<file path="config.mk">
export PLATFORM = sky130hd
export DESIGN_NAME = drt_front
export DESIGN_NICKNAME = d
export VERILOG_FILES = /design/src/sv/drt_pkg.sv /design/src/sv/drt_front.sv
export SDC_FILE = /design/constraint.sdc
export NUM_CORES = 1
export LEC_CHECK = 0
export BUFFER_PORTS_ARGS = -buffer_cell sky130_fd_sc_hd__clkbuf_2
export CAP_MARGIN = 30
export CELL_PAD_IN_SITES_DETAIL_PLACEMENT = 0
export CELL_PAD_IN_SITES_GLOBAL_PLACEMENT = 1
export CORE_ASPECT_RATIO = 1.1
export CORE_MARGIN = 2
export CORE_UTILIZATION = 29
export DETAILED_ROUTE_END_ITERATION = 6
export HOLD_SLACK_MARGIN = 0.05
export PLACE_DENSITY_LB_ADDON = 0.1
export SYNTH_ARGS = -nofsm -noshare
export SYNTH_HDL_FRONTEND = slang
export SYNTH_SLANG_ARGS = --single-unit
</file>
<file path="constraint.sdc">
create_clock -name i_clk -period 3.1 [get_ports i_clk]
set_input_delay 0.31 -clock i_clk [delete_from_list [all_inputs] [get_ports i_clk]]
set_output_delay 0.31 -clock i_clk [all_outputs]
set_load 0.03 [all_outputs]
</file>
<file path="src/sv/drt_pkg.sv">
// ----------------------------------------------------------------------------
// drt_pkg: shared types and constants for the difficulty retarget block
// Holds the job record that travels from the front end to the engine,
// the configuration record and the arithmetic widths.
// ----------------------------------------------------------------------------
package drt_pkg;

    localparam int DRT_LIMIT_ZERO_BITS = 20;

    localparam int TGT_BITS  = 256;
    localparam int TS_W      = 33;                  // clamped timespan, never negative
    localparam int PROD_W    = TGT_BITS + TS_W;     // exact target * timespan
    localparam int REM_W     = 33;                  // divider remainder
    localparam int CNT_W     = 9;                   // counts up to PROD_W steps
    localparam int MOD_STEPS = 32;

    // Reciprocals scaled by 2^39 and rounded up. For any 32-bit target
    // timespan t, (t * RECIP) >> 39 equals t * 100 / 103 (or / 115) exactly.
    localparam logic [38:0] RECIP_ABOVE = 39'd533743508630;
    localparam logic [38:0] RECIP_BELOW = 39'd478048533816;

    localparam logic [1:0] REG_TARGET_TIMESPAN   = 2'd0;
    localparam logic [1:0] REG_ADJUST_INTERVAL   = 2'd1;
    localparam logic [1:0] REG_RETARGET_DISABLED = 2'd2;
    localparam logic [1:0] REG_SWITCH_HEIGHT     = 2'd3;

    typedef struct packed {
        logic [31:0] target_timespan;
        logic [15:0] adjust_interval;
        logic        retarget_disabled;
        logic [30:0] switch_height;
    } t_cfg;

    typedef struct packed {
        logic               pass;       // word goes out unchanged
        logic [30:0]        height;
        logic [31:0]        height_p1;
        logic [31:0]        last_compact;
        logic signed [32:0] timespan;   // last_time - first_time
    } t_job;

endpackage

</file>
<file path="src/sv/drt_front.sv">
// ----------------------------------------------------------------------------
// drt_front: configuration registers and request classification
// Holds the register file and turns each request into a job record for
// the queue, marking requests that can never trigger a retarget.
// ----------------------------------------------------------------------------
module drt_front
    import drt_pkg::*;
(
    input  logic        i_clk,
    input  logic        i_rst_n,
    input  logic        i_cfg_we,
    input  logic [1:0]  i_cfg_idx,
    input  logic [31:0] i_cfg_data,
    input  logic [30:0] i_last_height,
    input  logic [31:0] i_last_compact,
    input  logic [31:0] i_last_time,
    input  logic [31:0] i_first_time,
    output t_cfg        o_cfg,
    output t_job        o_job
);

    t_cfg r_cfg;

    always_ff @(posedge i_clk) begin
        if (!i_rst_n) begin
            r_cfg.target_timespan   <= 32'd3600;
            r_cfg.adjust_interval   <= 16'd20;
            r_cfg.retarget_disabled <= 1'b0;
            r_cfg.switch_height     <= 31'd3500;
        end else if (i_cfg_we) begin
            unique case (i_cfg_idx)
                REG_TARGET_TIMESPAN:   r_cfg.target_timespan   <= i_cfg_data;
                REG_ADJUST_INTERVAL:   r_cfg.adjust_interval   <= i_cfg_data[15:0];
                REG_RETARGET_DISABLED: r_cfg.retarget_disabled <= i_cfg_data[0];
                REG_SWITCH_HEIGHT:     r_cfg.switch_height     <= i_cfg_data[30:0];
                default: ;
            endcase
        end
    end

    assign o_cfg = r_cfg;

    always_comb begin
        o_job.pass         = (r_cfg.adjust_interval == 16'd0) || r_cfg.retarget_disabled
                             || (r_cfg.target_timespan == 32'd0);
        o_job.height       = i_last_height;
        o_job.height_p1    = {1'b0, i_last_height} + 32'd1;
        o_job.last_compact = i_last_compact;
        o_job.timespan     = $signed({1'b0, i_last_time}) - $signed({1'b0, i_first_time});
    end

endmodule

</file>
* Word-level counts from Yosys, hierarchy flattened
Index checks and enable logic that the tools add are counted.
** Word-level totals
- Register bits after elaboration :: 80
- Bits of input ports :: 164
- Output and inout port bits :: 209
- Logic and storage cells :: 18
** Operators by class
- $add $sub $neg :: 2
- Equality and inequality tests :: 3
- Reduce and logical (&&, ||, !) cells :: 9
** Operators with widths (number)
- subtractor 32 x 32 -> 33 bit :: 1
- adder 31 x 1 -> 32 bit, second input constant :: 1
- zero test 32 bit :: 1
- zero test 16 bit :: 1
- AND reduction 2 bit :: 4
- equality test 2 bit, second input constant :: 2
- equality test 2 x 1 -> 1 bit, second input constant :: 1
- zero test 2 bit :: 1
- logical OR 1 bit :: 2

* Logic depth before layout (Yosys ltp)
Gate-level depths: netlist (run 1).
- Depth in word-level cells :: 3
- Depth in mapped cells :: 10
- Gate-level depth less buffers :: 10

* Worst setup path after synthesis (run 1)
No wires, ideal clock.
- Path kind :: input to output
- Start point :: in i_first_time[10]
- End point :: out o_job[19] (netlist bit)
- Data arrival time :: 2969 ps
- Required time :: 2790 ps
- Path slack :: -179 ps
- Stages :: 7
- Path buffers :: 0
- Cells stage by stage :: inv_1 > ha_1 > a21o_1 > a211oi_2 > nor4_1 > a211o_1 > a2111oi_0
** RTL lines
- start, declared :: line drt_front.sv:17 : input logic [31:0] i_first_time,
- end, declared :: line drt_front.sv:19 : output t_job o_job

==> results of run 1 <==
[report_power, final]
part           switching, mW  total (mW)  leakage [nW]  internal (mW)
logic                  0.823        1.23          2.94          0.408
clock network          0.420        1.15         0.160          0.728
registers             0.0271        1.09         0.651           1.07
[synthesized netlist by cell type, types with 2 or more instances]
library cell,n
o211ai_1,2
a221oi_1,3
nor3_1,7
inv_1,43
o21bai_1,2
dfxtp_1,80
xor2_1,16
a21boi_0,66
o2111ai_1,2
a41oi_1,2
and2_1,6
or3_1,2
a21oi_2,4
a211oi_1,3
nor2_1,28
nand2b_1,2
nand4_1,13
or4_1,2
and3_1,11
o211a_1,3
buf_4,63
nor4_1,14
ha_1,33
nand3_1,30
a21oi_1,25
xnor2_1,41
clkbuf_1,32
or2_2,2
nand2_1,197
o21ai_0,19
a21o_1,14
nor2b_1,7
a31oi_1,4
[through the flow]
stage	power [mW]	std cells	hold WS [ns]	utilization	area [sq um]
after detailed placement	2.355	1277	0.4588	0.3651	7277
after global routing	3.653	1293	0.2164	0.3820	7615
after floorplan	2.024	801	0.4340	-	5923
after CTS	3.520	1293	0.2045	0.3812	7599
final	3.471	1293	0.2188	0.3820	7615
after global placement	2.360	1277	0.4504	0.3651	7277
[layer usage]
layer / global-route usage / up-vias / part of all wire
li1: - / 3122 / -
met1: 0.2295 / 2810 / 0.42
met2: 0.3455 / 231 / 0.49
met3: 0.05419 / 30 / 0.075
met4: 0.04281 / 0 / 0.013
met5: 0 / - / 0
[worst max-delay path, delay by kind of cell]
kind                     cells  cell delay, ns
buffers and inverters        3            0.41
AO/OA/AOI/OAI                5            1.02
AND/OR/NAND/NOR              2            0.65
adder cells (fa/ha/maj)      1            0.25
[worst paths after layout]
check | from | to | slack (ns)
max reg2reg | o_cfg[66]$_SDFFE_PN0P_ | o_cfg[66]$_SDFFE_PN0P_ | 2.35
max | i_first_time[1] | o_job[29] | 0.14
min | i_cfg_data[31] | o_cfg[79]$_SDFFE_PN0P_ | 0.22
min reg2reg | o_cfg[17]$_SDFFE_PN0P_ | o_cfg[17]$_SDFFE_PN0P_ | 0.46
[final cells by class]
cell class                      count  area [sq um]
Tap cell                          252         315.3
Clock buffer                       11         242.7
Multi-Input combinational cell    582          3583
Inverter                           43         161.4
Sequential cell                    80          1602
Timing Repair Buffer              320          1632
Fill cell                        2206         12320
Clock inverter                      5         78.83
[logic make-up after synthesis]
family	after synthesis	share of synthesized area
flops	80	0.2704
buf+inv	139	0.1282
compound gates	163	0.1973
fa+ha+maj	34	0.07310
simple gates	327	0.2449
mux	1	0.001690
xor+xnor	57	0.08430
==> out/metrics.cfg, run 1 <==
[run_status]
status = completed

[sta]
period_share = 0.9537
clock.fmax_mhz = 338.2
clock_skew_ns = 0
hold_viol = 0
max_slew_margin = 0.4490
setup_viol = 0
worst_slew_pin_slew_ns = 0.8266
fin_tns_setup_ns = 0
fin_ws_ns = 0.1436
drv_slew = 0
rsz0062_at_grt = no
period_needed_ns = 2.956

[detailed_routing]
first_iter_violations = 193
ant_nets = 0
wl_microns = 21360
wl_per_cell_microns = 16.52
vias = 6193
via_per_inst = 4.790
drc = 0
first_pass_iters = 4

[final_layout]
drive_gt1_frac = 0.3401
fin_nets = 1234
num_antenna_cells = 0
area_growth_pct = 28.59
layout_commonest_cell = clkbuf_2
final_cell_mix = 307 x clkbuf_2, 197 x nand2_1, 80 x dfxtp_1
largest_reg_flops = 80

[worst_setup_path]
crit_fanout = 3
slowest_delay_ns = 0.51
worstSetupPathType = input pin to primary output
startpoint_type = input pin
crit_slowest_cell = or4_1
cp_data_required_time_ns = 2.79
r2r_cells = 2
crit_top_cell = clkbuf_2
arrival_ns = 2.65
crit_chain = clkbuf_2 > inv_1 > ha_1 > nor2b_1 > o2111ai_1 > a21oi_2 > a221oi_4 > o31ai_2 > or4_1 > o311ai_1 > clkbuf_2
end_kind = primary output

[worst_hold_path]
whs_path_depth = 3
holdCritPathClass = input pin to register

[grt]
grt_usage = 0.1931
antenna_found_initial = 0
grt_max_degree = 45
grt_pass1_vias = 6072
global_route.overflow_total = 0
grt_pass1_wl_microns = 33160

[yosys]
synth_ff_type = dfxtp_1
syn_nets = 999
synthDistinctLibCells = 56
ys_ff_latch = 80
yosysWarnings = 0
synth_top_area_frac = 0.2704
async_reset_ff_frac = 0
avgSynthCellArea_sq_um = 7.393
synthTopCellsByArea = dfxtp_1 27%, nand2_1 12%, a21boi_0 8.4%, buf_4 8.0%, ha_1 7.0%
syn_inst = 801
synth_top_area_cell = dfxtp_1
syn_area_sq_um = 5922
seq_area_frac_synth = 0.2704
synth_edf_count = 0

[floorplanning]
initial_core_util = 0.2971
dieArea_sq_um = 21580
rows = 54
chipHeight_microns = 153.9
coreArea_sq_um = 19930
fp.dieW_microns = 140.3
ioPinCount = 373

[power_and_ir_drop]
peakVddDrop_uv = 201.9
power.leakage_nw = 3.750
power_density_nw_per_um2 = 455.9

[clock_network]
clkTransAtPathRegs_ns = 0.06
cts.sinks = 80
ctsHtreeMaxLevel = 3
cts_root_buf = clkbuf_16
post_cts_buffers = 0
cts_hold_buf = 0
clk_latency_ns = 0.33
cts_resized = 0
cts_tree = built
cts_buffer_depth = 2
cts_buffers = 9

[placed_design]
gp_routability_congestion = 0.8877
place_ws_ns = 0.08093
io_buffers = 308
hpwlAfterDp_microns = 17550

[job]
cap_violations = 0

(Power assumes the default switching activity.)
==> run 2, diff against run 1 <==
Settings changed: CORE_UTILIZATION 29 to 28.
==> run 2 against run 1 <==
  * First-iteration DRC count up 21%
  * Combinational power about the same
  * Non-clock buffer count up 2
  * Design area up 0.66%
  * Routed wire length up 2.5%
  * Critical endpoint unchanged
  * Core utilization down 1.1 points
  * Sequential power about the same
  * Power up 3.4%
  * Global-route usage down 0.33 points
  * Maximum frequency down 0.44%
  * Cell count up 0.46%
  * Via count down 0.34%
==> out/metrics.cfg, run 2 (same netlist as run 1, synthesis figures left out) <==
[floorplanning]
rows = 55
coreArea_sq_um = 20640
dieArea_sq_um = 22330
fp.dieW_microns = 142.7
chipHeight_microns = 156.5
initial_core_util = 0.2868
ioPinCount = 373

[clock_network]
cts_buffer_depth = 2
clkTransAtPathRegs_ns = 0.07
clk_latency_ns = 0.33
cts_tree = built
ctsHtreeMaxLevel = 3
cts.sinks = 80
cts_root_buf = clkbuf_16
cts_hold_buf = 0
cts_buffers = 9

[detailed_routing]
drc = 0
ant_nets = 0
first_pass_iters = 4
wl_microns = 21890
first_iter_violations = 233
vias = 6172
via_per_inst = 4.751
wl_per_cell_microns = 16.85

[power_and_ir_drop]
power.leakage_nw = 3.772
p_clk_frac = 0.350
power.sequential.fraction = 0.305
power.switching_mw = 1.315
swShare = 0.3661
power_density_nw_per_um2 = 468.4
peakVddDrop_uv = 311.5
pwr-share-comb = 0.345
totalPowerFinal_mw = 3.591
p_int_mw = 2.276

[sta]
fin_ws_ns = 0.1305
max_slew_margin = 0.4817
rsz0062_at_grt = no
clock.fmax_mhz = 336.8
clock_skew_ns = 0
setup_viol = 0
fin_tns_setup_ns = 0
period_needed_ns = 2.970
worst_slew_pin_slew_ns = 0.7775
period_share = 0.9579
drv_slew = 0
hold_viol = 0

[worst_setup_path]
end_kind = primary output
crit_slowest_cell = or4_1
slowest_delay_ns = 0.50
arrival_ns = 2.66
startpoint_type = input pin
startpoint = i_first_time[1]
crit_top_cell = clkbuf_2
crit_fanout = 4
worstSetupPathType = input pin to primary output
crit_chain = clkbuf_2 > inv_1 > ha_1 > nor2b_1 > o2111ai_1 > a21oi_2 > a221oi_4 > o31ai_2 > or4_1 > o311ai_1 > clkbuf_2
r2r_slack_ns = 2.32
rr_startpoint = o_cfg[63]$_SDFFE_PN0P_
cp_data_required_time_ns = 2.79

[grt]
grt_pass1_vias = 5915
antenna_found_initial = 0
global_route.overflow_total = 0
grt_usage = 0.1898
grt_max_degree = 38
grt_pass1_wl_microns = 33070

[final_layout]
final_cell_mix = 306 x clkbuf_2, 197 x nand2_1, 80 x dfxtp_1
drive_gt1_frac = 0.3413
area_growth_pct = 29.43
layout_commonest_cell = clkbuf_2
finish.utilization = 0.3713
num_antenna_cells = 0
largest_reg_flops = 80
fin_nets = 1236

[worst_hold_path]
worstHoldStart = i_cfg_data[30]
holdCritPathClass = input pin to register

[job]
cap_violations = 0

[placed_design]
gp_routability_congestion = 0.8708
io_buffers = 308
place_ws_ns = 0.03536
hpwlAfterDp_microns = 18200

[run_status]
status = completed

## run 2: cell count changes in the layout (fill, tap and decap cells not counted), moves of 2 or more
cell      previous run  this run
a21oi_1             22        24
clkinv_2             2         0
o21ai_0             18        16
buf_4               12        14
a21oi_2              7         5
## run 2: per-stage QoR
step / hold WS, ns / std cells / cell area, sq um
2_1_floorplan: 0.4340 / 801 / 5923
5_1_grt: 0.2230 / 1299 / 7665
3_3_place_gp: 0.4523 / 1283 / 7297
3_5_place_dp: 0.4574 / 1283 / 7297
4_1_cts: 0.2055 / 1299 / 7649
6_report: 0.2182 / 1299 / 7665
## run 2: repair_timing
item	CTS	global route
hold endpoints to repair	0	0
gates resized for setup	0	8
buffers inserted	0	0
setup endpoints to repair	0	6
## run 2: power by group through the flow
stage | Combinational (mW) | Clock (mW) | Sequential, mW
2_1_floorplan | 0.840 | 0 | 1.18
3_3_place_gp | 1.25 | 0 | 1.12
3_5_place_dp | 1.24 | 0 | 1.12
4_1_cts | 1.24 | 1.30 | 1.10
5_1_grt | 1.34 | 1.33 | 1.10
6_report | 1.24 | 1.26 | 1.09
## run 2: layer usage
metal | up-vias | global-route usage | routed length [microns]
met4 | 0 | 0.04338 | 311
met5 | - | 0 | 0
li1 | 3135 | - | -
met2 | 196 | 0.3496 | 11120
met1 | 2823 | 0.2202 | 9006
met3 | 18 | 0.04712 | 1451
## run 2: final timing paths
path | end | cells after the start
setup / recovery | o_job[29] | 11
hold / removal | o_cfg[78]$_SDFFE_PN0P_ | 3
setup reg to reg | o_cfg[63]$_SDFFE_PN0P_ | 2
hold reg to reg | o_cfg[24]$_SDFFE_PN0P_ | 2
## run 2: worst max-delay path, delay by kind of cell
family / cells / cell delay (ns)
compound gates: 5 / 1.02
simple gates: 2 / 0.65
buf+inv: 3 / 0.42
fa+ha+maj: 1 / 0.25
## run 2: layout make-up
type,count,area [sq um]
flip-flops and latches,80,1602
clock inverters,7,126.4
well taps,256,320.3
inverters,43,161.4
multi-input cells,582,3581
clock buffers,9,225.2
fillers,2269,12980
repair buffers,322,1649
