==> src/sv/drt_pkg.sv <==
// ----------------------------------------------------------------------------
// drt_pkg: shared types and constants for the difficulty retarget block
// Holds the job record that travels from the front end to the engine,
// the configuration record and the arithmetic widths.
// ----------------------------------------------------------------------------
package drt_pkg;

    localparam int DRT_LIMIT_ZERO_BITS = 20;

    localparam int TGT_BITS  = 256;
    localparam int TS_W      = 33;                  // clamped timespan, never negative
    localparam int PROD_W    = TGT_BITS + TS_W;     // exact target * timespan
    localparam int REM_W     = 33;                  // divider remainder
    localparam int CNT_W     = 9;                   // counts up to PROD_W steps
    localparam int MOD_STEPS = 32;

    // Reciprocals scaled by 2^39 and rounded up. For any 32-bit target
    // timespan t, (t * RECIP) >> 39 equals t * 100 / 103 (or / 115) exactly.
    localparam logic [38:0] RECIP_ABOVE = 39'd533743508630;
    localparam logic [38:0] RECIP_BELOW = 39'd478048533816;

    localparam logic [1:0] REG_TARGET_TIMESPAN   = 2'd0;
    localparam logic [1:0] REG_ADJUST_INTERVAL   = 2'd1;
    localparam logic [1:0] REG_RETARGET_DISABLED = 2'd2;
    localparam logic [1:0] REG_SWITCH_HEIGHT     = 2'd3;

    typedef struct packed {
        logic [31:0] target_timespan;
        logic [15:0] adjust_interval;
        logic        retarget_disabled;
        logic [30:0] switch_height;
    } t_cfg;

    typedef struct packed {
        logic               pass;       // word goes out unchanged
        logic [30:0]        height;
        logic [31:0]        height_p1;
        logic [31:0]        last_compact;
        logic signed [32:0] timespan;   // last_time - first_time
    } t_job;

endpackage

==> src/sv/drt_queue.sv <==
// ----------------------------------------------------------------------------
// drt_queue: two-entry job queue
// Decouples request intake from the retarget engine.
// ----------------------------------------------------------------------------
module drt_queue
    import drt_pkg::*;
(
    input  logic i_clk,
    input  logic i_rst_n,
    input  logic i_push,
    input  t_job i_job,
    output logic o_full,
    input  logic i_pop,
    output logic o_valid,
    output t_job o_job
);

    t_job       r_mem [2];
    logic       r_wr;
    logic       r_rd;
    logic [1:0] r_cnt;

    always_ff @(posedge i_clk) begin
        if (i_push) begin
            r_mem[r_wr] <= i_job;
        end
    end

    always_ff @(posedge i_clk) begin
        if (!i_rst_n) begin
            r_wr  <= 1'b0;
            r_rd  <= 1'b0;
            r_cnt <= 2'd0;
        end else begin
            if (i_push) begin
                r_wr <= ~r_wr;
            end
            if (i_pop) begin
                r_rd <= ~r_rd;
            end
            r_cnt <= r_cnt + {1'b0, i_push} - {1'b0, i_pop};
        end
    end

    assign o_full  = (r_cnt == 2'd2);
    assign o_valid = (r_cnt != 2'd0);
    assign o_job   = r_mem[r_rd];

endmodule

==> config.mk <==
export PLATFORM = sky130hd
export DESIGN_NAME = drt_queue
export DESIGN_NICKNAME = d
export VERILOG_FILES = /design/src/sv/drt_pkg.sv /design/src/sv/drt_queue.sv
export SDC_FILE = /design/constraint.sdc
export NUM_CORES = 1
export LEC_CHECK = 0
export BUFFER_PORTS_ARGS = -buffer_cell sky130_fd_sc_hd__buf_2
export CORE_MARGIN = 1
export CORE_UTILIZATION = 52
export DETAILED_ROUTE_END_ITERATION = 6
export PLACE_DENSITY = 0.78
export SYNTH_ARGS = -nofsm -noshare
export SYNTH_HDL_FRONTEND = slang
export SYNTH_SLANG_ARGS = --single-unit
==> constraint.sdc <==
create_clock -name i_clk -period 8.4 [get_ports i_clk]
set_input_delay 0 -clock i_clk [delete_from_list [all_inputs] [get_ports i_clk]]
set_output_delay 0 -clock i_clk [all_outputs]
set_load 0.01 [all_outputs]
# Word level (Yosys, flattened, before mapping)

Memory sizes are Yosys's and may differ from the RTL's. A register that Yosys moved wholly into a read port is not among the register bits.
Index checks and enable logic that the tools add are counted.
Widths: inputs -> output; s select.

Register bits after elaboration: 4
Latch bits: 0
Bits in writable memories: 258
ROM bits: 0
Input port bits: 133
Word-level logic and storage cells: 14
Memories: 1

Add/sub/neg operators: 2
Multipliers: 0
Div/mod/pow operators: 0
Magnitude comparators: 0
Equal/unequal tests: 1
Shifts and indexed selects: 0
Mux-type cells: 4
Bitwise gates (word level): 2
Reduce and logical (&&, ||, !) cells: 1

Memory list:

| memory | words | bits a word | read ports | clocked after memory_dff | wr ports | RTL line        | RTL |
|---|---|---|---|---|---|---|---|
| r_mem  | 2     | 129         | 1          | 1                        | 1        | drt_queue.sv:18 | `t_job r_mem [2];` |

Operator list:

| operator           | number |
|---|---|
| $mux 1             | 4 |
| $add 2x1->2        | 1 |
| $eq 2x2->1 const B | 1 |
| $not 1->1          | 2 |
| $reduce_bool 2->1  | 1 |
| $sub 2x1->2        | 1 |

# Longest topological paths before layout

Gate-level depths: netlist (run 1).

Depth after elaboration: 3
Mapped depth: 6
Mapped depth without buffers: 6

# Worst setup path after synthesis (run 1)

No wires, ideal clock.

Kind: reg2reg
From: register r_wr
To: memory r_mem[0][0] (netlist name), enable pin
Setup time: 634 ps
Data arrival time: 6010 ps
Data required time: 7766 ps
Slack: 1756 ps
Cell stages (with the launch flop): 2
Path buffers: 0
Clock period less this slack: 6644 ps
Cell sequence: dfxtp_1 -> nor2b_1

RTL lines:

| item                   | RTL line        | RTL |
|---|---|---|
| start, declared        | drt_queue.sv:19 | `logic r_wr;` |
| start signal, assigned | drt_queue.sv:36 | `r_wr <= ~r_wr;` |
| end, declared          | drt_queue.sv:18 |  |

No word-level cell before the write port.

==> flow_metrics.env, run 1 <==
export IMPL_drc=0
export IMPL_start_kind="flop"
export IMPL_cts_resized=0
export IMPL_tns_ns=0
export IMPL_powerDensity_nw_per_um2=222
export IMPL_insertion_delay_ns=0.51
export IMPL_p_total_mw=2.93
export IMPL_final_nets=971
export IMPL_initial_utilization=0.531
export IMPL_wl_per_cell_um=18.7
export IMPL_yosys_top_cells_count="258 x edfxtp_1, 129 x mux2_2, 13 x buf_6, 5 x dfxtp_1"
export IMPL_path_max_fanout=86
export IMPL_grt_max_degree=87
export IMPL_hold_viol=0
export IMPL_ys_ff_latch=263
export IMPL_crit_arrival_ns=2.84
export IMPL_yosys_area_top_type="edfxtp_1"
export IMPL_cts_clk_slew_worst_paths_ns=0.06
export IMPL_synth_top_area_share=0.809
export IMPL_antenna_cells=0
export IMPL_yosysUniqueCellTypes=13
export IMPL_htreeDepth=1
export IMPL_max_clock_path_buffers=3
export IMPL_placed_cell_area_um2=11100
export IMPL_avgSynthCellArea_um2=22.7
export IMPL_fin_skew_ns=0.0149
export IMPL_ant_nets=0
export IMPL_io_buffers=263
export IMPL_status="finished clean"
export IMPL_setup_viol=0
export IMPL_fin_area_um2=13200
export IMPL_worstMarginPinSlew_ns=1.13
export IMPL_grt_usage=0.207
export IMPL_netlist_area_um2=9580
export IMPL_die_area_um2=19000
export IMPL_cts_sinks=263
export IMPL_drt_iter0_markers=200
export IMPL_min_path_type="in2reg"
export IMPL_ir_worst_vdd_uv=226
export IMPL_timing_final_crit_period_ns=2.84
export IMPL_fmax_mhz=352
export IMPL_cts_buffers=26
export IMPL_areaGrowthSynthToFinish_pct=37.5
export IMPL_leakage_nw=4.99
export IMPL_vias=5442
export IMPL_async_flop_share=0
export IMPL_io_pins=264
export IMPL_core_area_um2=18000
export IMPL_fin_crit_sh=0.338
export IMPL_antenna_found_initial=0
export IMPL_grt_pass1_vias=5821
export IMPL_rsz0062_at_grt="no"
export IMPL_yosys_warnings=0
export IMPL_wl_um=20200
export IMPL_grt_ovfl_total=0
export IMPL_ys_flop_type="edfxtp_1"
export IMPL_maxCapViolations=0
export IMPL_cpPeakStageDelay_ns=0.92
export IMPL_cts_tree="built"
export IMPL_required_ns=8.40
export IMPL_hpwl_um=11400
export IMPL_fp_dieW_um=138
export IMPL_criticalPathCategory="reg2out"
export IMPL_die_y_um=138
export IMPL_path_cells="buf_4 -> mux2_2 -> buf_2"
export IMPL_vias_per_cell=5.02
export IMPL_row_count=49
export IMPL_syn_nets=557
export IMPL_slew_violations=0
export IMPL_firstDrtPassIters=4
export IMPL_synth_edf_count=258
export IMPL_cts_root_buf="clkbuf_16"
export IMPL_relSlewSlack=0.245
export IMPL_synth_area_leaders="edfxtp_1 81%, mux2_2 15%, buf_6 1.5%"
export IMPL_drive_above_1_share=0.506
export IMPL_synth_yosys_seq_area_share=0.819
export IMPL_syn_inst=422
export IMPL_cp_slowest_cell="buf_4"
export IMPL_gp_routability_congestion=0.706
export IMPL_yosysMostFrequentCell="edfxtp_1"
export IMPL_endpoint_kind="output port"
export IMPL_grt_pass1_wl_um=29500
==> kinds of logic after synthesis <==
family	Yosys count	share of synthesized area
AOI/OAI and AO/OA	1	0.000784
xor gates and xnor gates	2	0.00327
adders and majority gates	2	0.00261
buffers and inverters	16	0.0166
DFF	263	0.819
muxes	129	0.152
and+or+nand+nor	9	0.00588
==> worst paths after layout <==
path	from	to	slack, ns	depth (start not counted)
max	flop	o_job[17]	5.56	3
min	i_job[9]	r_mem[1][9]$_DFFE_PP_	0.21	2
max reg2reg	r_wr$_SDFFE_PN0P_	r_mem[1][19]$_DFFE_PP_	5.98	2
min reg2reg	r_rd$_SDFFE_PN0P_	flop	0.59	2
==> sequential cells by signal, summed over array words and instances, names as in the netlist, named ones only <==
signal	flops
r_cnt	2
r_mem	258
r_rd	1
r_wr	1
==> power breakdown <==
| part | total [mW] | leakage (nW) | switching, mW | internal (mW) |
|---|---|---|---|---|
| logic | 0.343 | 2.17 | 0.163 | 0.180 |
| clock network | 1.04 | 0.361 | 0.456 | 0.585 |
| registers | 1.54 | 2.46 | 0.0254 | 1.52 |
| total | 2.93 | 4.99 | 0.644 | 2.28 |
==> worst max-delay path: cells and delay by family, from the launching register on <==
kind / cells / cell delay [ns]
buf+inv: 2 / 1.07
flops: 1 / 0.73
mux: 1 / 0.44
==> final cells by class <==
type                    count  area, um^2
flip-flops and latches    263        7850
fillers                  1038        4850
repair buffers            400        2680
multi-input cells         143        1580
clock buffers              33         698
well taps                 229         287
clock inverters            14        70.1
inverters                   2        7.51
==> metal layers <==
| layer | vias up | part of all wire | track usage |
|---|---|---|---|
| met5 | - | 0 | 0 |
| li1 | 2513 | - | - |
| met1 | 2651 | 0.35 | 0.215 |
| met2 | 215 | 0.55 | 0.390 |
| met4 | 0 | 0.037 | 0.0942 |
| met3 | 63 | 0.071 | 0.0526 |
==> cell usage in the layout (no fill, tap or decap), drive strengths merged <==
| master | n |
|---|---|
| ha | 2 |
| clkinvlp | 4 |
| inv | 2 |
| clkinv | 10 |
| and2 | 4 |
| dlygate4sd3 | 133 |
| dfxtp | 5 |
| buf | 267 |
| o21a | 1 |
| xor2 | 1 |
| edfxtp | 258 |
| mux2 | 129 |
| xnor3 | 1 |
| nor2b | 4 |
| or2 | 1 |
| clkbuf | 33 |
==> what timing repair did <==
| item | 4_1_cts | 5_1_grt |
|---|---|---|
| setup endpoints to repair | 0 | 0 |
| hold buffers | 133 | 0 |
| hold endpoints to repair | 263 | 0 |
| buffers inserted | 0 | 0 |
==> stage by stage <==
step,setup slack [ns],util,hold WS [ns],cells
3_3_place_gp,6.03,0.614,0.188,904
3_5_place_dp,6.00,0.614,0.191,904
4_1_cts,5.50,0.731,0.185,1084
6_report,5.56,0.731,0.206,1084
5_1_grt,5.38,0.731,0.196,1084
2_1_floorplan,1.76,-,0.0989,422
Note: power is estimated with default switching activity, not from simulation.
==> run 2, diff against run 1 <==
==> constraint.sdc (replaced) <==
create_clock -name i_clk -period 2.95 [get_ports i_clk]
set_input_delay 0 -clock i_clk [delete_from_list [all_inputs] [get_ports i_clk]]
set_output_delay 0 -clock i_clk [all_outputs]
set_load 0.01 [all_outputs]
==> run 2 against run 1 <==
First-iteration DRC count down 4.5%; critical path depth unchanged; die area unchanged; highest routed layer unchanged.
==> flow_metrics.env, run 2 (synthesis gave the netlist of run 1 again) <==
export IMPL_required_ns=2.95
export IMPL_grt_max_degree=131
export IMPL_gp_routability_congestion=0.743
export IMPL_p_total_mw=8.64
export IMPL_die_area_um2=19000
export IMPL_rsz0062_at_grt="no"
export IMPL_vias=5435
export IMPL_fin_skew_ns=0.00908
export IMPL_fp_dieW_um=138
export IMPL_ant_nets=0
export IMPL_timing_final_crit_period_ns=2.18
export IMPL_leakage_nw=5.08
export IMPL_placed_cell_area_um2=11100
export IMPL_cts_root_buf="clkbuf_16"
export IMPL_start_kind="flop"
export IMPL_num_fill_cells=1040
export IMPL_slew_violations=0
export IMPL_cts_sinks=263
export IMPL_path_max_fanout=37
export IMPL_areaGrowthSynthToFinish_pct=39.0
export IMPL_drive_above_1_share=0.513
export IMPL_worstMarginPinSlew_ns=0.722
export IMPL_fin_area_um2=13300
export IMPL_status="finished clean"
export IMPL_cts_buffers=27
export IMPL_top_register="r_mem"
export IMPL_core_area_um2=18000
export IMPL_grt_pass1_wl_um=28600
export IMPL_drc=0
export IMPL_setup_viol=0
export IMPL_firstDrtPassIters=4
export IMPL_crit_arrival_ns=2.18
export IMPL_final_common_cell="buf_2"
export IMPL_tns_ns=0
export IMPL_cts_clk_slew_worst_paths_ns=0.06
export IMPL_drt_iter0_markers=191
export IMPL_vias_per_cell=4.99
export IMPL_criticalPathCategory="reg2out"
export IMPL_fmax_mhz=459
export IMPL_relSlewSlack=0.518
export IMPL_wl_um=20000
export IMPL_grt_usage=0.201
export IMPL_io_pins=264
export IMPL_grt_pass1_vias=5681
export IMPL_insertion_delay_ns=0.51
export IMPL_wl_per_cell_um=18.4
export IMPL_top_regs="r_mem (258), r_cnt (2)"
export IMPL_ir_worst_vdd_uv=659
export IMPL_die_y_um=138
export IMPL_powerDensity_nw_per_um2=648
export IMPL_grt_ovfl_total=0
export IMPL_hold_viol=0
export IMPL_antenna_cells=0
export IMPL_max_clock_path_buffers=3
export IMPL_htreeDepth=1
export IMPL_cts_resized=0
export IMPL_cts_tree="built"
export IMPL_io_buffers=263
export IMPL_antenna_found_initial=0
export IMPL_fin_crit_sh=0.739
export IMPL_row_count=49
export IMPL_register_area_um2=7850
export IMPL_endpoint_kind="output port"
export IMPL_maxCapViolations=0
export IMPL_multi_input_area_um2=1580
export IMPL_final_cell_mix="263 x buf_2, 258 x edfxtp_1, 133 x dlygate4sd3_1, 129 x mux2_2, 27 x clkbuf_16"
export IMPL_initial_utilization=0.531
export IMPL_final_nets=975
export IMPL_min_path_type="in2reg"
export IMPL_hpwl_um=11000
export IMPL_largest_reg_flops=258
==> run 2: final cells by class <==
type	count	share of cell area
clock buffer	29	0.0513
tap	229	0.0215
inverter	2	0.000564
multi-input combinational	143	0.119
sequential	263	0.589
timing repair buffer	403	0.206
clock inverter	20	0.0128
==> run 2: per-layer routing <==
layer	GRT usage	vias up	wire, um
met3	0.0427	45	1170
li1	-	2515	-
met4	0.0851	0	609
met2	0.373	218	10800
met5	0	-	0
met1	0.221	2657	7430
==> run 2: what timing repair did <==
action                    CTS  global route
setup buffers               0             0
hold endpoints to repair  263             0
hold buffers              133             0
==> run 2: report_power, final <==
group	switching [mW]	internal (mW)
clock	1.33	1.93
sequential	0.0702	4.32
combinational	0.463	0.523
total	1.86	6.77
==> run 2: worst max-delay path, cell delays in order (launching register included) <==
cell and delay (ns):
dfxtp_4 0.67, buf_4 0.42, mux2_2 0.39, buf_2 0.14
==> run 2: final timing paths <==
kind	from	endpoint	slack (ns)	depth (start not counted)
min	i_job[84]	r_mem[0][84]$_DFFE_PP_	0.20	2
max	flop	o_job[119]	0.77	3
max reg2reg	r_wr$_SDFFE_PN0P_	r_wr$_SDFFE_PN0P_	1.11	4
min reg2reg	r_rd$_SDFFE_PN0P_	flop	0.57	2
==> run 2: per-stage QoR <==
step	utilization	std cells	hold WS, ns	worst slack [ns]
3_3_place_gp	0.618	907	0.187	1.24
2_1_floorplan	-	422	0.0989	0.278
6_report	0.739	1089	0.205	0.770
4_1_cts	0.739	1089	0.187	0.734
3_5_place_dp	0.618	907	0.191	1.21
5_1_grt	0.739	1089	0.198	0.660
==> run 3, diff against run 2 <==
--- a/config.mk
+++ b/config.mk
@@ -7,9 +7,9 @@
 export LEC_CHECK = 0
 export BUFFER_PORTS_ARGS = -buffer_cell sky130_fd_sc_hd__buf_2
 export CORE_MARGIN = 1
-export CORE_UTILIZATION = 52
+export CORE_UTILIZATION = 47
 export DETAILED_ROUTE_END_ITERATION = 6
-export PLACE_DENSITY = 0.78
+export PLACE_DENSITY = 0.75
 export SYNTH_ARGS = -nofsm -noshare
 export SYNTH_HDL_FRONTEND = slang
 export SYNTH_SLANG_ARGS = --single-unit
==> constraint.sdc (replaced) <==
create_clock -name i_clk -period 1.79 [get_ports i_clk]
set_input_delay 0 -clock i_clk [delete_from_list [all_inputs] [get_ports i_clk]]
set_output_delay 0 -clock i_clk [all_outputs]
set_load 0.01 [all_outputs]
==> run 3 against run 2 <==
Global-route usage fell by 1.9 points; sequential share of layout area fell by 0.28 points; critical path depth did not move; largest power group unchanged.
==> flow_metrics.env, run 3 (synthesis gave the netlist of run 1 again) <==
export IMPL_hold_viol=0
export IMPL_timing_hold_ws_ns=0.214
export IMPL_met3_usage=0.0451
export IMPL_setup_viol=0
export IMPL_fmax_mhz=569
export IMPL_top_register="r_mem"
export IMPL_io_pins=264
export IMPL_maxCapViolations=0
export IMPL_crit_arrival_ns=1.76
export IMPL_status="finished clean"
export IMPL_grt_busiest_layer="met2"
export IMPL_leakage_nw=5.08
export IMPL_fin_crit_sh=0.982
export IMPL_rsz0062_at_grt="yes"
export IMPL_cts_sinks=263
export IMPL_antenna_found_initial=0
export IMPL_timing_final_crit_period_ns=1.76
export IMPL_top_regs="r_mem (258), r_cnt (2)"
export IMPL_cts_root_buf="clkbuf_16"
export IMPL_grt_pass1_vias=5870
export IMPL_firstDrtPassIters=4
export IMPL_worst_slack_ns=0.0322
export IMPL_fin_skew_ns=0.00913
export IMPL_min_path_type="in2reg"
export IMPL_vias=5398
export IMPL_required_ns=1.79
export IMPL_slew_violations=0
export IMPL_wl_um=19800
export IMPL_grt_ovfl_total=0
export IMPL_use_met2=0.350
export IMPL_cts_tree="built"
export IMPL_grt_max_degree=108
export IMPL_drt_iter0_markers=228
export IMPL_drive_above_1_share=0.511
export IMPL_criticalPathCategory="reg2out"
export IMPL_utilization=0.679
export IMPL_htreeDepth=1
export IMPL_final_common_cell="buf_2"
export IMPL_grt_use_met1=0.197
export IMPL_max_clock_path_buffers=3
export IMPL_powerDensity_nw_per_um2=1050
export IMPL_final_cell_mix="263 x buf_2, 258 x edfxtp_1, 133 x dlygate4sd3_1, 129 x mux2_2, 27 x clkbuf_16"
export IMPL_cts_buffers=26
export IMPL_cts_clk_slew_worst_paths_ns=0.06
export IMPL_largest_reg_flops=258
export IMPL_gp_routability_congestion=0.773
export IMPL_grt_usage=0.181
export IMPL_row_count=51
export IMPL_tns_ns=0
export IMPL_die_area_um2=21000
export IMPL_relSlewSlack=0.585
export IMPL_grt_pass1_wl_um=28800
export IMPL_ir_worst_vdd_uv=740
export IMPL_final_nets=974
export IMPL_io_buffers=263
export IMPL_drc=0
export IMPL_hpwl_um=11400
export IMPL_start_kind="flop"
export IMPL_wl_per_cell_um=17.6
export IMPL_areaGrowthSynthToFinish_pct=39.7
export IMPL_antenna_cells=0
export IMPL_post_place_ws_ns=0.420
export IMPL_insertion_delay_ns=0.51
export IMPL_endpoint_kind="output port"
export IMPL_vias_per_cell=4.80
export IMPL_initial_utilization=0.486
export IMPL_ant_nets=0
export IMPL_core_area_um2=19700
export IMPL_p_total_mw=14.1
export IMPL_fp_dieW_um=145
export IMPL_worstMarginPinSlew_ns=0.622
export IMPL_path_max_fanout=58
export IMPL_die_y_um=145
[run 3: final timing paths]
path	from	end	slack, ns	cells after the start
max	flop	o_job[23]	0.03	3
min	i_job[52]	r_mem[1][52]$_DFFE_PP_	0.21	2
max reg2reg	r_wr$_SDFFE_PN0P_	r_wr$_SDFFE_PN0P_	0.18	4
min reg2reg	r_rd$_SDFFE_PN0P_	flop	0.59	2
[run 3: repair_timing]
action                                  in CTS  in global routing
gates resized for setup                      2                  1
pin swaps                                    0                  0
gates cloned                                 0                  0
hold endpoints to repair                   263                  0
setup buffers                                0                  0
endpoints found under the setup margin      34                 52
hold buffers                               133                  0
[run 3: routing by layer]
layer	vias up	share of wire	wire, um
li1	2516	-	-
met1	2648	0.38	7440
met2	204	0.54	10600
met3	30	0.067	1330
met4	0	0.018	357
met5	-	0	0
[run 3: cell type report]
cell class	instances	area [um^2]
Clock inverter	8	58.8
Tap cell	265	332
Inverter	2	7.51
Multi-Input combinational cell	143	1580
Sequential cell	263	7850
Timing Repair Buffer	403	2780
Clock buffer	40	774
Fill cell	1289	6330
[run 3: worst max-delay path, cell delays in order (launching register included)]
cell,delay (ns)
dfxtp_4,0.39
buf_16,0.27
mux2_2,0.40
buf_2,0.14
[run 3: stage by stage]
stage / cell area [um^2] / std cells
floorplan: 9590 / 422
global placement: 11200 / 943
detailed placement: 11200 / 943
CTS: 13400 / 1124
global route: 13400 / 1124
finish: 13400 / 1124
[run 3: where the power goes]
| group | switching, mW | internal [mW] | leakage (nW) | total [mW] |
|---|---|---|---|---|
| clock | 2.10 | 3.10 | 0.408 | 5.21 |
| combinational | 0.786 | 0.877 | 2.21 | 1.66 |
| sequential | 0.0887 | 7.12 | 2.46 | 7.21 |
